===== src/hdl/range_id_allocator_core_macros.svh =====
// assertion macros shared by the allocator rtl
`ifndef RANGE_ID_ALLOCATOR_CORE_MACROS_SVH
`define RANGE_ID_ALLOCATOR_CORE_MACROS_SVH
`ifndef ASSERT_OFF
// plain property under a synchronous active low reset
`define RIA_ASSERT(lbl, clk, rstn, prop) \
  lbl: assert property (@(posedge clk) disable iff (!rstn) (prop)) \
    else $error("allocator check failed");
// overlapping implication
`define RIA_ASSERT_IMP(lbl, clk, rstn, ante, cons) \
  lbl: assert property (@(posedge clk) disable iff (!rstn) (ante) |-> (cons)) \
    else $error("allocator check failed");
`else
`define RIA_ASSERT(lbl, clk, rstn, prop)
`define RIA_ASSERT_IMP(lbl, clk, rstn, ante, cons)
`endif
`endif


===== src/hdl/ria_pkg.sv =====
// types, constants and codes of the range id allocator
package ria_pkg;

  localparam int MAX_RANGES = 32;
  localparam int ID_BITS    = 16;
  localparam int IDX_W      = $clog2(MAX_RANGES);
  localparam int CNT_W      = $clog2(MAX_RANGES + 1);
  localparam int HW_W       = ID_BITS + 1;
  localparam int END_W      = ID_BITS + 2;
  localparam int LEN_W      = 17;

  localparam logic [1:0] KIND_ALLOC   = 2'd0;
  localparam logic [1:0] KIND_RELEASE = 2'd1;
  localparam logic [1:0] KIND_CLEAR   = 2'd2;
  localparam logic [1:0] KIND_NOP     = 2'd3;

  localparam logic [1:0] ST_OK      = 2'd0;
  localparam logic [1:0] ST_EXHAUST = 2'd1;
  localparam logic [1:0] ST_BAD     = 2'd2;
  localparam logic [1:0] ST_FULL    = 2'd3;

  typedef struct packed {
    logic [1:0]       kind;
    logic [15:0]      start_id;
    logic [LEN_W-1:0] run_length;
  } in_beat_t;

  typedef struct packed {
    logic [15:0]      first_id;
    logic [1:0]       status;
    logic [LEN_W-1:0] min_free_id;
  } out_beat_t;

  typedef struct packed {
    logic [ID_BITS-1:0] lo;
    logic [HW_W-1:0]    hi;
  } range_t;

  typedef enum logic [2:0] {
    C_NOP, C_SHUP, C_SHDN, C_SETLO, C_SETHI, C_ADDLO, C_MERGE
  } cell_op_t;

  typedef struct packed {
    cell_op_t           op;
    logic [IDX_W-1:0]   idx;
    logic [ID_BITS-1:0] lo;
    logic [HW_W-1:0]    hi;
  } cell_cmd_t;

  typedef struct packed {
    logic [ID_BITS-1:0] start;
    logic [END_W-1:0]   stop;
    logic [LEN_W-1:0]   count;
    logic [LEN_W-1:0]   lim;
  } req_ctx_t;

  typedef struct packed {
    logic fit;
    logic exact;
    logic ovl;
    logic gt;
    logic hi_eq;
    logic lo_eq;
  } cell_flags_t;

  typedef enum logic [2:0] {
    S_IDLE, S_EVAL, S_ACT, S_TRIM, S_DONE
  } fsm_t;

endpackage


===== src/hdl/ria_cell.sv =====
// one free-range cell of the shifting range table
module ria_cell (
  input  logic                          clk,
  input  logic [ria_pkg::IDX_W-1:0]     cell_idx,
  input  ria_pkg::cell_cmd_t            cmd,
  input  ria_pkg::req_ctx_t             ctx,
  input  ria_pkg::range_t               prev_rng,
  input  ria_pkg::range_t               next_rng,
  output ria_pkg::range_t               rng,
  output ria_pkg::cell_flags_t          flags
);

  ria_pkg::range_t rng_r, rng_nxt;
  logic [ria_pkg::END_W-1:0] span;
  logic [ria_pkg::END_W-1:0] lo_plus;

  assign rng     = rng_r;
  assign span    = ria_pkg::END_W'(rng_r.hi) - ria_pkg::END_W'(rng_r.lo);
  assign lo_plus = ria_pkg::END_W'(rng_r.lo) + ria_pkg::END_W'(ctx.count);

  always_comb begin
    flags.fit   = (span >= ria_pkg::END_W'(ctx.count)) &&
                  (lo_plus <= ria_pkg::END_W'(ctx.lim));
    flags.exact = (span == ria_pkg::END_W'(ctx.count));
    flags.ovl   = (ria_pkg::END_W'(ctx.start) < ria_pkg::END_W'(rng_r.hi)) &&
                  (ria_pkg::END_W'(rng_r.lo) < ctx.stop);
    flags.gt    = (rng_r.lo > ctx.start);
    flags.hi_eq = (rng_r.hi == ria_pkg::HW_W'(ctx.start));
    flags.lo_eq = (ria_pkg::END_W'(rng_r.lo) == ctx.stop);
  end

  always_comb begin
    rng_nxt = rng_r;
    unique case (cmd.op)
      ria_pkg::C_SHUP: begin
        if (cell_idx > cmd.idx) rng_nxt = prev_rng;
        else if (cell_idx == cmd.idx) begin
          rng_nxt.lo = cmd.lo;
          rng_nxt.hi = cmd.hi;
        end
      end
      ria_pkg::C_SHDN: begin
        if (cell_idx >= cmd.idx) rng_nxt = next_rng;
      end
      ria_pkg::C_SETLO: begin
        if (cell_idx == cmd.idx) rng_nxt.lo = cmd.lo;
      end
      ria_pkg::C_SETHI: begin
        if (cell_idx == cmd.idx) rng_nxt.hi = cmd.hi;
      end
      ria_pkg::C_ADDLO: begin
        if (cell_idx == cmd.idx) rng_nxt.lo = lo_plus[ria_pkg::ID_BITS-1:0];
      end
      ria_pkg::C_MERGE: begin
        // absorb the upper neighbour's top, close the gap above
        if (cell_idx == cmd.idx) rng_nxt.hi = next_rng.hi;
        else if (cell_idx > cmd.idx) rng_nxt = next_rng;
      end
      default: rng_nxt = rng_r;
    endcase
  end

  always_ff @(posedge clk) begin
    rng_r <= rng_nxt;
  end

endmodule


===== config.mk =====
export PLATFORM = sky130hd
export DESIGN_NAME = ria_cell
export DESIGN_NICKNAME = d
export VERILOG_FILES = /design/src/hdl/range_id_allocator_core_macros.svh /design/src/hdl/ria_pkg.sv /design/src/hdl/ria_cell.sv
export SDC_FILE = /design/constraint.sdc
export NUM_CORES = 1
export LEC_CHECK = 0
export BUFFER_PORTS_ARGS = -buffer_cell sky130_fd_sc_hd__buf_2
export CORE_MARGIN = 2
export CORE_UTILIZATION = 50
export CTS_CLUSTER_DIAMETER = 200
export DETAILED_ROUTE_END_ITERATION = 8
export HOLD_SLACK_MARGIN = 0.08
export MAX_ROUTING_LAYER = met4
export PLACE_DENSITY = 0.81
export SYNTH_ARGS = -nofsm -noshare
export SYNTH_HDL_FRONTEND = slang
export SYNTH_SLANG_ARGS = --single-unit

===== constraint.sdc =====
create_clock -name clk -period 3.7 [get_ports clk]
set_clock_uncertainty 0.05 [all_clocks]
set_input_delay 0.185 -clock clk [delete_from_list [all_inputs] [get_ports clk]]
set_output_delay 0.185 -clock clk [all_outputs]
set_load 0.05 [all_outputs]

==> results of run 1 <==
-- worst reg2reg max path, stage by stage (launching register included) --
cell	delay (ns)
edfxtp_1	0.44
ha_2	0.23
inv_2	0.06
fa_2	0.20
nor2b_2	0.05
o31a_1	0.33
o31ai_4	0.22
o21ai_2	0.10
buf_4	0.16
buf_4	0.13
a2111o_1	0.35
-- power by group through the flow --
stage | Clock, uW | Sequential, uW | Combinational, uW
4_1_cts | 487 | 511 | 1520
2_1_floorplan | 0 | 635 | 913
5_1_grt | 501 | 517 | 1770
3_5_place_dp | 0 | 519 | 1450
6_report | 488 | 512 | 1610
3_3_place_gp | 0 | 518 | 1430
-- metrics by stage --
stage          TNS, ns  utilization [%]  setup slack (ns)  instances  cell area, sq um
6_report        -0.217             67.9            -0.123       1142              7790
5_1_grt         -0.547             67.9            -0.284       1141              7790
2_1_floorplan  -0.0227                -           -0.0227        745              5920
4_1_cts        -0.0914             66.4           -0.0914       1134              7610
3_5_place_dp   -0.0440             63.7           -0.0440       1117              7310
3_3_place_gp         0             63.7            0.0331       1117              7310
-- path summary, 6_finish.rpt --
| path | startpoint | to | cells after the start |
|---|---|---|---|
| max reg2reg | rng[17]$_DFFE_PP_ | rng[31]$_DFFE_PP_ | 10 |
| max | rng[0]$_DFFE_PP_ | flags[5] | 16 |
| min | next_rng[13] | rng[13]$_DFFE_PP_ | 3 |
| min reg2reg | rng[23]$_DFFE_PP_ | rng[23]$_DFFE_PP_ | 4 |
-- layout by cell type, fill, tap and decap left out, drive strengths merged, types with 3 or more instances in the layout --
cell type	count
buf	264
inv	130
ha	119
a21oi	52
nor2	50
o21ai	44
nand2	38
edfxtp	33
a21o	21
nand3	18
o21a	17
a222oi	17
nand4	16
mux2i	15
nor3	15
xnor2	12
a211oi	12
o22ai	10
nand2b	10
xor2	9
o211ai	8
nor2b	8
a22oi	6
a221o	5
clkbuf	5
and2	4
o21bai	4
and4	4
o31ai	4
a31oi	4
o31a	3
a211o	3
a221oi	3
nor4	3
o41ai	3
-- area by class of cell --
type,count,area [sq um]
multi-input combinational,564,4520
fill,989,3680
timing repair buffer,264,1450
sequential,33,991
inverter,130,488
tap,143,179
clock buffer,5,125
clock inverter,2,35.0
antenna,1,2.50
-- cells by family after synthesis --
kind of cell / share of synthesized area [%]
and+or+nand+nor: 14.5
muxes: 2.73
AOI/OAI and AO/OA: 27.1
xor gates and xnor gates: 3.11
adders and majority gates: 25.8
DFF: 16.7
buffers and inverters: 10.0
-- metal layers --
layer  routed length [microns]  part of all wire [%]  vias to the layer above  global-route usage (%)
li1                          -                     -                     3255                       -
met1                      7930                    42                     2978                    34.0
met2                      9220                    49                      281                    51.8
met3                      1300                   6.9                       33                    4.07
met4                       431                   2.3                        0                    7.80
met5                         0                     0                        -                       -
-- what timing repair did --
action / 4_1_cts / 5_1_grt
buffers inserted: 10 / 7
setup endpoints to repair: 2 / 2
pin swaps: 15 / 17
resized for setup: 19 / 22
==> metrics.txt, run 1 <==
status=finished with violations; failing checks=setup timing; Clock power frac=18.7%; Flop pwr share=19.6%; FF-to-FF setup slack=1.12 ns; total gr overflow=0; die area=0.0127 sq mm; CTS buffer count=5; ys flop type=edfxtp_1; sequential fraction of the synthesis area=16.7%; # nets final=1300; RD Place Congestion=0.937; Cell Chain, Critical Path=inv_1, ha_2, fa_2, nor2b_2, o31a_1, o211ai_1, nand3_2, buf_4, o211ai_1, ha_1, nand3_2, nor2_4, nand4_1, o2111ai_2, o211a_4, buf_8; starting density of the core=51.6%; Bufs on Longest Clock Path=2; Horiz. Die Dim=113 microns; #FFs+latches synth=33; Routed WL per cell=16.5 microns; layout cells sized above 1=31.5%; CTS Sinks=33; Netlist cell types=66; HP Class=input port to register; Yosys top cell area share=25.2%; max FFs per register=33; Cell Pwr Density=336 mW/mm^2; CP max stage delay=0.41 ns; Setup crit end kind=primary output; CTS clk-pin slew, worst paths=0.06 ns; std cell rows=39; Slew Viols, Final=0; Worst EP required=3.46 ns; Crit path max-delay family=compound AO/OA/AOI/OAI gates; Logic pwr share=61.7%; DRT Wirelength=18.9 mm; Slowest-stage cell, CP=edfxtp_1; initial detailed-routing violation count=377; Psw=1140 uW; Power, Total=2610 uW; root buf cell=clkbuf_16; Syn Inst Count=745; synthesized area=0.00592 sq mm; Die Ht=113 microns; first-pass GRT wire length=28.8 mm; CTS tree=built; CTS H-tree lvls=2; switching share of total power=43.8%; final setup vio count=2; vias in the first global route=6199; synthesized area per cell=7.95 sq um; core region area=0.0115 sq mm; Bufs and invs on worst path=3; Worst Path Max Fanout=3; final hold viol count=0; Layout area overhead=31.6%; Hold WS=0.128 ns; Final HPWL DP=15.6 mm; drt first pass iters=6; Vias per Instance=5.73; largest net degree at the start of global routing=22; Static Leak=0.00412 uW; Worst slew margin=36.3%; crit path setup slack, layout=-0.123 ns; clk_lat worst skew=0.29 ns; Max Cap Viol=0; post-synthesis async set-or-reset flop share=0%; via count=6547; Post-synth EDFFs=33; WP data arrival=3.59 ns; Worst Setup Start Kind=register; DRC=0; maximum VDD drop=214 uV; leading area contributor after synthesis=ha_1; min Tclk post-route=3.82 ns; synth top area cells=ha_1, edfxtp_1, inv_1; fin crit share=103%; Port Buffer Count=219; antenna violations before repair=0; Pint=1470 uW; worst slew pin tran=0.955 ns; GRT Util Overall=28.9%; hold buffers post-CTS=0; cell with the most instances after synthesis=inv_1; Post-DRT Antenna Nets=0; Critical Setup Path Class=register to primary output; Syn. warnings=0; Max Clock Freq=0.262 GHz; RSZ-0062 raised after global routing=yes; top post-synthesis cells by count=inv_1, ha_1, a21oi_1, nor2_1, o21ai_0; Ports=220; Mapped Nets=1047
Power figures use the tool's default switching activity.
==> inputs of run 2 (changes only) <==
Settings changed: CELL_PAD_IN_SITES_DETAIL_PLACEMENT from default to 0, CELL_PAD_IN_SITES_GLOBAL_PLACEMENT from default to 2, CORE_UTILIZATION 50 to 28, PLACE_DENSITY 0.81 to 0.82.
==> run 2 against run 1 <==
  * The flow still finishes with violations (setup timing)
  * Clock power is 0.8% higher
  * Via count is 3.6% lower
  * Combinational power hardly changed
  * Maximum frequency is 0.79% higher
  * Cell count is 12% higher
  * Cell area is 3.3% higher
  * Setup slack better by 0.030 ns
  * Non-clock buffer count is 4 higher
  * Sequential power hardly changed
  * Routed wire length is 13% higher
  * Power is 0.50% higher
  * Sequential share of layout area is 0.41 points lower
  * Largest power group unchanged
==> metrics.txt, run 2 (synthesis gave the netlist of run 1 again) <==
status=finished with violations; failing checks=setup timing; CTS H-tree lvls=2; Bufs on Longest Clock Path=2; CTS tree=built; Port Buffer Count=219; core region area=0.0209 sq mm; Max Clock Freq=0.264 GHz; WP depth=12; crit path setup slack, layout=-0.0931 ns; HP Class=input port to register; GRT Util Overall=19.6%; final setup vio count=2; Layout area overhead=36.0%; antenna violations before repair=1; commonest non-fill, non-tap cell in the layout=buf_2; Worst EP required=3.46 ns; DP Worst Slack=0.0137 ns; Crit. Startpoint=rng[25]$_DFFE_PP_; worst slew pin tran=0.833 ns; maximum VDD drop=146 uV; Cell Chain, Critical Path=ha_1, nand3_2, or4b_1, o21ai_2, xor2_1, ha_1, a2111oi_2, nand3_1, a21oi_1, a21o_1, o211a_2, buf_8; max FFs per register=33; Power, Total=2630 uW; Multi-input gate area=0.00457 sq mm; clk_lat worst skew=0.29 ns; largest net degree at the start of global routing=23; Max Cap Viol=0; Slowest-stage cell, CP=or4b_1; most frequent cells in the layout=buf_2, inv_1, ha_1; Finished Core Util=38.5%; CTS buffer count=5; die area=0.0223 sq mm; R2R cell count=11; DRC=0; FF-to-FF setup slack=0.99 ns; CTS clk-pin slew, worst paths=0.06 ns; Setup crit end=flags[5]; starting density of the core=28.3%; Die Ht=149 microns; std cell rows=53; Worst Setup Start Kind=register; met1 wire length=9.61 mm; Crit path max-delay family=compound AO/OA/AOI/OAI gates; fin crit share=103%; Met2 Wirelength=10.2 mm; Fillers=2258; Final Instance Area=0.00805 sq mm; register area=991 sq um; initial detailed-routing violation count=327; WL met3=1.28 mm; Setup crit end kind=primary output; Placed Area=0.00752 sq mm; Worst slew margin=44.4%; Cell Pwr Density=326 mW/mm^2; WP data arrival=3.56 ns; CP max stage delay=0.53 ns; Ports=220; Routed WL per cell=16.7 microns; drt first pass iters=5; highest metal used=met4; CTS Sinks=33; RD Place Congestion=0.835; R2R Path Start=rng[17]$_DFFE_PP_; most frequent CP cell=ha_1; capturing point of the worst reg2reg path=rng[31]$_DFFE_PP_; layout cells sized above 1=32.0%; Post-DRT Antenna Nets=0; placed cells=1255; root buf cell=clkbuf_16; vias in the first global route=6388; Critical Setup Path Class=register to primary output; DRT Wirelength=21.4 mm; RSZ-0062 raised after global routing=yes; first-pass GRT wire length=33.1 mm; total gr overflow=0; Horiz. Die Dim=149 microns; final hold viol count=0; Slew Viols, Final=0; min Tclk post-route=3.79 ns; Bufs and invs on worst path=1; Final HPWL DP=18.5 mm; Vias per Instance=4.93; Worst Path Max Fanout=3; Static Leak=0.00413 uW; via count=6309; final cell count without fillers=1279; # nets final=1304
run 2: changes by cell type in the layout (fill, tap and decap cells not counted), sizes merged:
cell / delta
clkbuf: +1
buf: +4
run 2: layout make-up:
class	instances	area share, %
Antenna cell	1	0.0311
Clock buffer	6	1.60
Clock inverter	2	0.420
Inverter	130	6.06
Multi-Input combinational cell	564	56.7
Sequential cell	33	12.3
Tap cell	275	4.27
Timing Repair Buffer	268	18.6
run 2: worst min path at each step:
| stage | from | endpoint | cells after the start |
|---|---|---|---|
| after global routing | next_rng[11] | rng[11]$_DFFE_PP_ | 3 |
| after floorplan | next_rng[0] | rng[0]$_DFFE_PP_ | 2 |
| final | next_rng[1] | rng[1]$_DFFE_PP_ | 3 |
| after CTS | next_rng[1] | rng[1]$_DFFE_PP_ | 3 |
| after global placement | next_rng[8] | rng[8]$_DFFE_PP_ | 3 |
| after detailed placement | next_rng[5] | rng[5]$_DFFE_PP_ | 3 |
run 2: per-stage QoR:
step | hold WS, ns | setup TNS (ns)
floorplan | 0.325 | -0.0227
global placement | 0.422 | 0
detailed placement | 0.419 | 0
CTS | 0.111 | -0.217
global route | 0.129 | -0.505
finish | 0.117 | -0.154
run 2: layer usage:
| metal | global-route usage (%) | vias to the layer above |
|---|---|---|
| li1 | - | 3264 |
| met1 | 24.2 | 2820 |
| met2 | 34.1 | 210 |
| met3 | 2.97 | 15 |
| met4 | 3.67 | 0 |
| met5 | - | - |
run 2: worst reg2reg max path: stages (launching register included):
cell      delay (ns)
edfxtp_1        0.44
ha_4            0.20
inv_1           0.06
fa_2            0.21
nor2b_1         0.06
o31a_1          0.31
o31ai_4         0.26
o21ai_2         0.10
buf_4           0.16
buf_4           0.12
buf_4           0.12
a2111o_1        0.37
run 2: report_power, final:
group	leakage (uW)	internal, uW	switching (uW)	total [uW]
Sequential	0.000301	470	44.7	515
Combinational	0.00375	692	927	1620
Clock	0.0000785	316	176	492
run 2: what timing repair did:
action / 4_1_cts / 5_1_grt
gates resized for setup: 24 / 26
hold buffers: 0 / 0
endpoints found under the setup margin: 2 / 2
endpoints found under the hold margin: 0 / 0
buffers inserted: 8 / 7
pin swaps: 21 / 20
==> inputs of run 3 (changes only) <==
Settings changed: RECOVER_POWER from default to 25.
==> run 3 against run 2 <==
  * The run still ends with setup timing left
  * Die area unchanged
  * Via count about the same
  * Combinational power about the same
  * Largest power group unchanged
==> metrics.txt, run 3 (synthesis gave the netlist of run 1 again) <==
starting density of the core=28.3%; HP Class=input port to register; Worst slew margin=44.4%; Worst Setup Start Kind=register; worst slew pin tran=0.833 ns; status=finished with violations; min Tclk post-route=3.79 ns; Flop pwr share=19.7%; routing usage on met2=34.1%; via count=6303; # nets final=1304; failing checks=setup timing; WP data arrival=3.56 ns; DRT Wirelength=21.4 mm; CTS H-tree lvls=2; antenna violations before repair=1; layout cells sized above 1=30.7%; GR peak layer=met2; Worst Path Max Fanout=3; Static Leak=0.00410 uW; Slowest-stage cell, CP=or4b_1; std cell rows=53; Max Clock Freq=0.264 GHz; initial detailed-routing violation count=336; switching share of total power=43.8%; DRC=0; RSZ-0062 raised after global routing=yes; most frequent CP cell=ha_1; Power, Total=2620 uW; vias in the first global route=6388; Die Ht=149 microns; Cell Pwr Density=327 mW/mm^2; Routed WL per cell=16.7 microns; CTS buffer count=5; Worst EP required=3.46 ns; max FFs per register=33; total gr overflow=0; Bufs on Longest Clock Path=2; met3 usage=2.97%; commonest non-fill, non-tap cell in the layout=buf_2; maximum VDD drop=146 uV; Max Cap Viol=0; die area=0.0223 sq mm; first-pass GRT wire length=33.1 mm; final setup vio count=2; Logic pwr share=61.6%; fin crit share=103%; Psw=1150 uW; met1 usage in global routing=24.2%; Pint=1470 uW; hold buffers post-CTS=0; Ports=220; CTS Sinks=33; Horiz. Die Dim=149 microns; CP max stage delay=0.53 ns; largest net degree at the start of global routing=23; Layout area overhead=35.7%; drt first pass iters=5; final hold viol count=0; CTS tree=built; clk_lat worst skew=0.29 ns; crit path setup slack, layout=-0.0939 ns; Port Buffer Count=219; Fillers=2266; GRT Util Overall=19.6%; Clock power frac=18.8%; core region area=0.0209 sq mm; RD Place Congestion=0.835; Vias per Instance=4.93; Slew Viols, Final=0; Setup crit end kind=primary output; most frequent cells in the layout=buf_2, inv_1, ha_1; Cell Chain, Critical Path=ha_1, nand3_2, or4b_1, o21ai_2, xor2_1, ha_1, a2111oi_2, nand3_1, a21oi_1, a21o_1, o211a_2, buf_8; Final HPWL DP=18.5 mm; root buf cell=clkbuf_16; Post-DRT Antenna Nets=0; DP Worst Slack=0.0137 ns; Critical Setup Path Class=register to primary output; CTS clk-pin slew, worst paths=0.06 ns
-- run 3: final timing paths --
kind                       endpoint  slack [ns]         startpoint  cells past startpoint
setup / recovery           flags[5]       -0.09  rng[25]$_DFFE_PP_                     12
hold / removal     rng[1]$_DFFE_PP_        0.12        next_rng[1]                      3
setup reg to reg  rng[31]$_DFFE_PP_        0.99  rng[17]$_DFFE_PP_                     11
hold reg to reg   rng[17]$_DFFE_PP_        0.96  rng[17]$_DFFE_PP_                      4
-- run 3: per-stage QoR --
| stage | cell area [sq um] | util, % | cells | hold slack (ns) | TNS, ns |
|---|---|---|---|---|---|
| 2_1_floorplan | 5920 | - | 745 | 0.325 | -0.0227 |
| 3_3_place_gp | 7520 | 36.0 | 1255 | 0.422 | 0 |
| 3_5_place_dp | 7520 | 36.0 | 1255 | 0.419 | 0 |
| 4_1_cts | 7840 | 37.6 | 1271 | 0.111 | -0.217 |
| 5_1_grt | 8030 | 38.5 | 1279 | 0.129 | -0.505 |
| 6_report | 8030 | 38.5 | 1279 | 0.117 | -0.156 |
-- run 3: final cells by class --
| class | instances | area (sq um) | area share [%] |
|---|---|---|---|
| multi-input combinational | 564 | 4570 | 56.8 |
| timing repair buffer | 268 | 1480 | 18.4 |
| sequential | 33 | 991 | 12.3 |
| inverter | 130 | 488 | 6.07 |
| tap | 275 | 344 | 4.28 |
| clock buffer | 6 | 129 | 1.60 |
| clock inverter | 2 | 33.8 | 0.421 |
| antenna | 1 | 2.50 | 0.0312 |
-- run 3: power by group through the flow --
stage          Sequential, uW  Clock (uW)  Combinational (uW)
3_3_place_gp              518           0                1490
5_1_grt                   522         515                1810
6_report                  516         492                1620
4_1_cts                   514         504                1570
2_1_floorplan             635           0                 913
3_5_place_dp              520           0                1500
-- run 3: what timing repair did --
action	in CTS	in global routing
pin swaps	21	20
setup endpoints to repair	2	2
resized for setup	24	26
setup buffers	8	7
-- run 3: critical path, delay by kind of cell, from the launching register on --
kind / cells / cell delay (ns)
buffers and inverters: 1 / 0.15
adder cells (fa/ha/maj): 2 / 0.67
XOR/XNOR: 1 / 0.27
flip-flops: 1 / 0.43
AO/OA/AOI/OAI: 5 / 0.98
AND/OR/NAND/NOR: 3 / 0.76
-- run 3: metal layers --
metal,share of wire (%),wire length (microns)
met5,0,0
met4,1.3,276
met3,5.5,1170
met2,48,10200
met1,46,9740
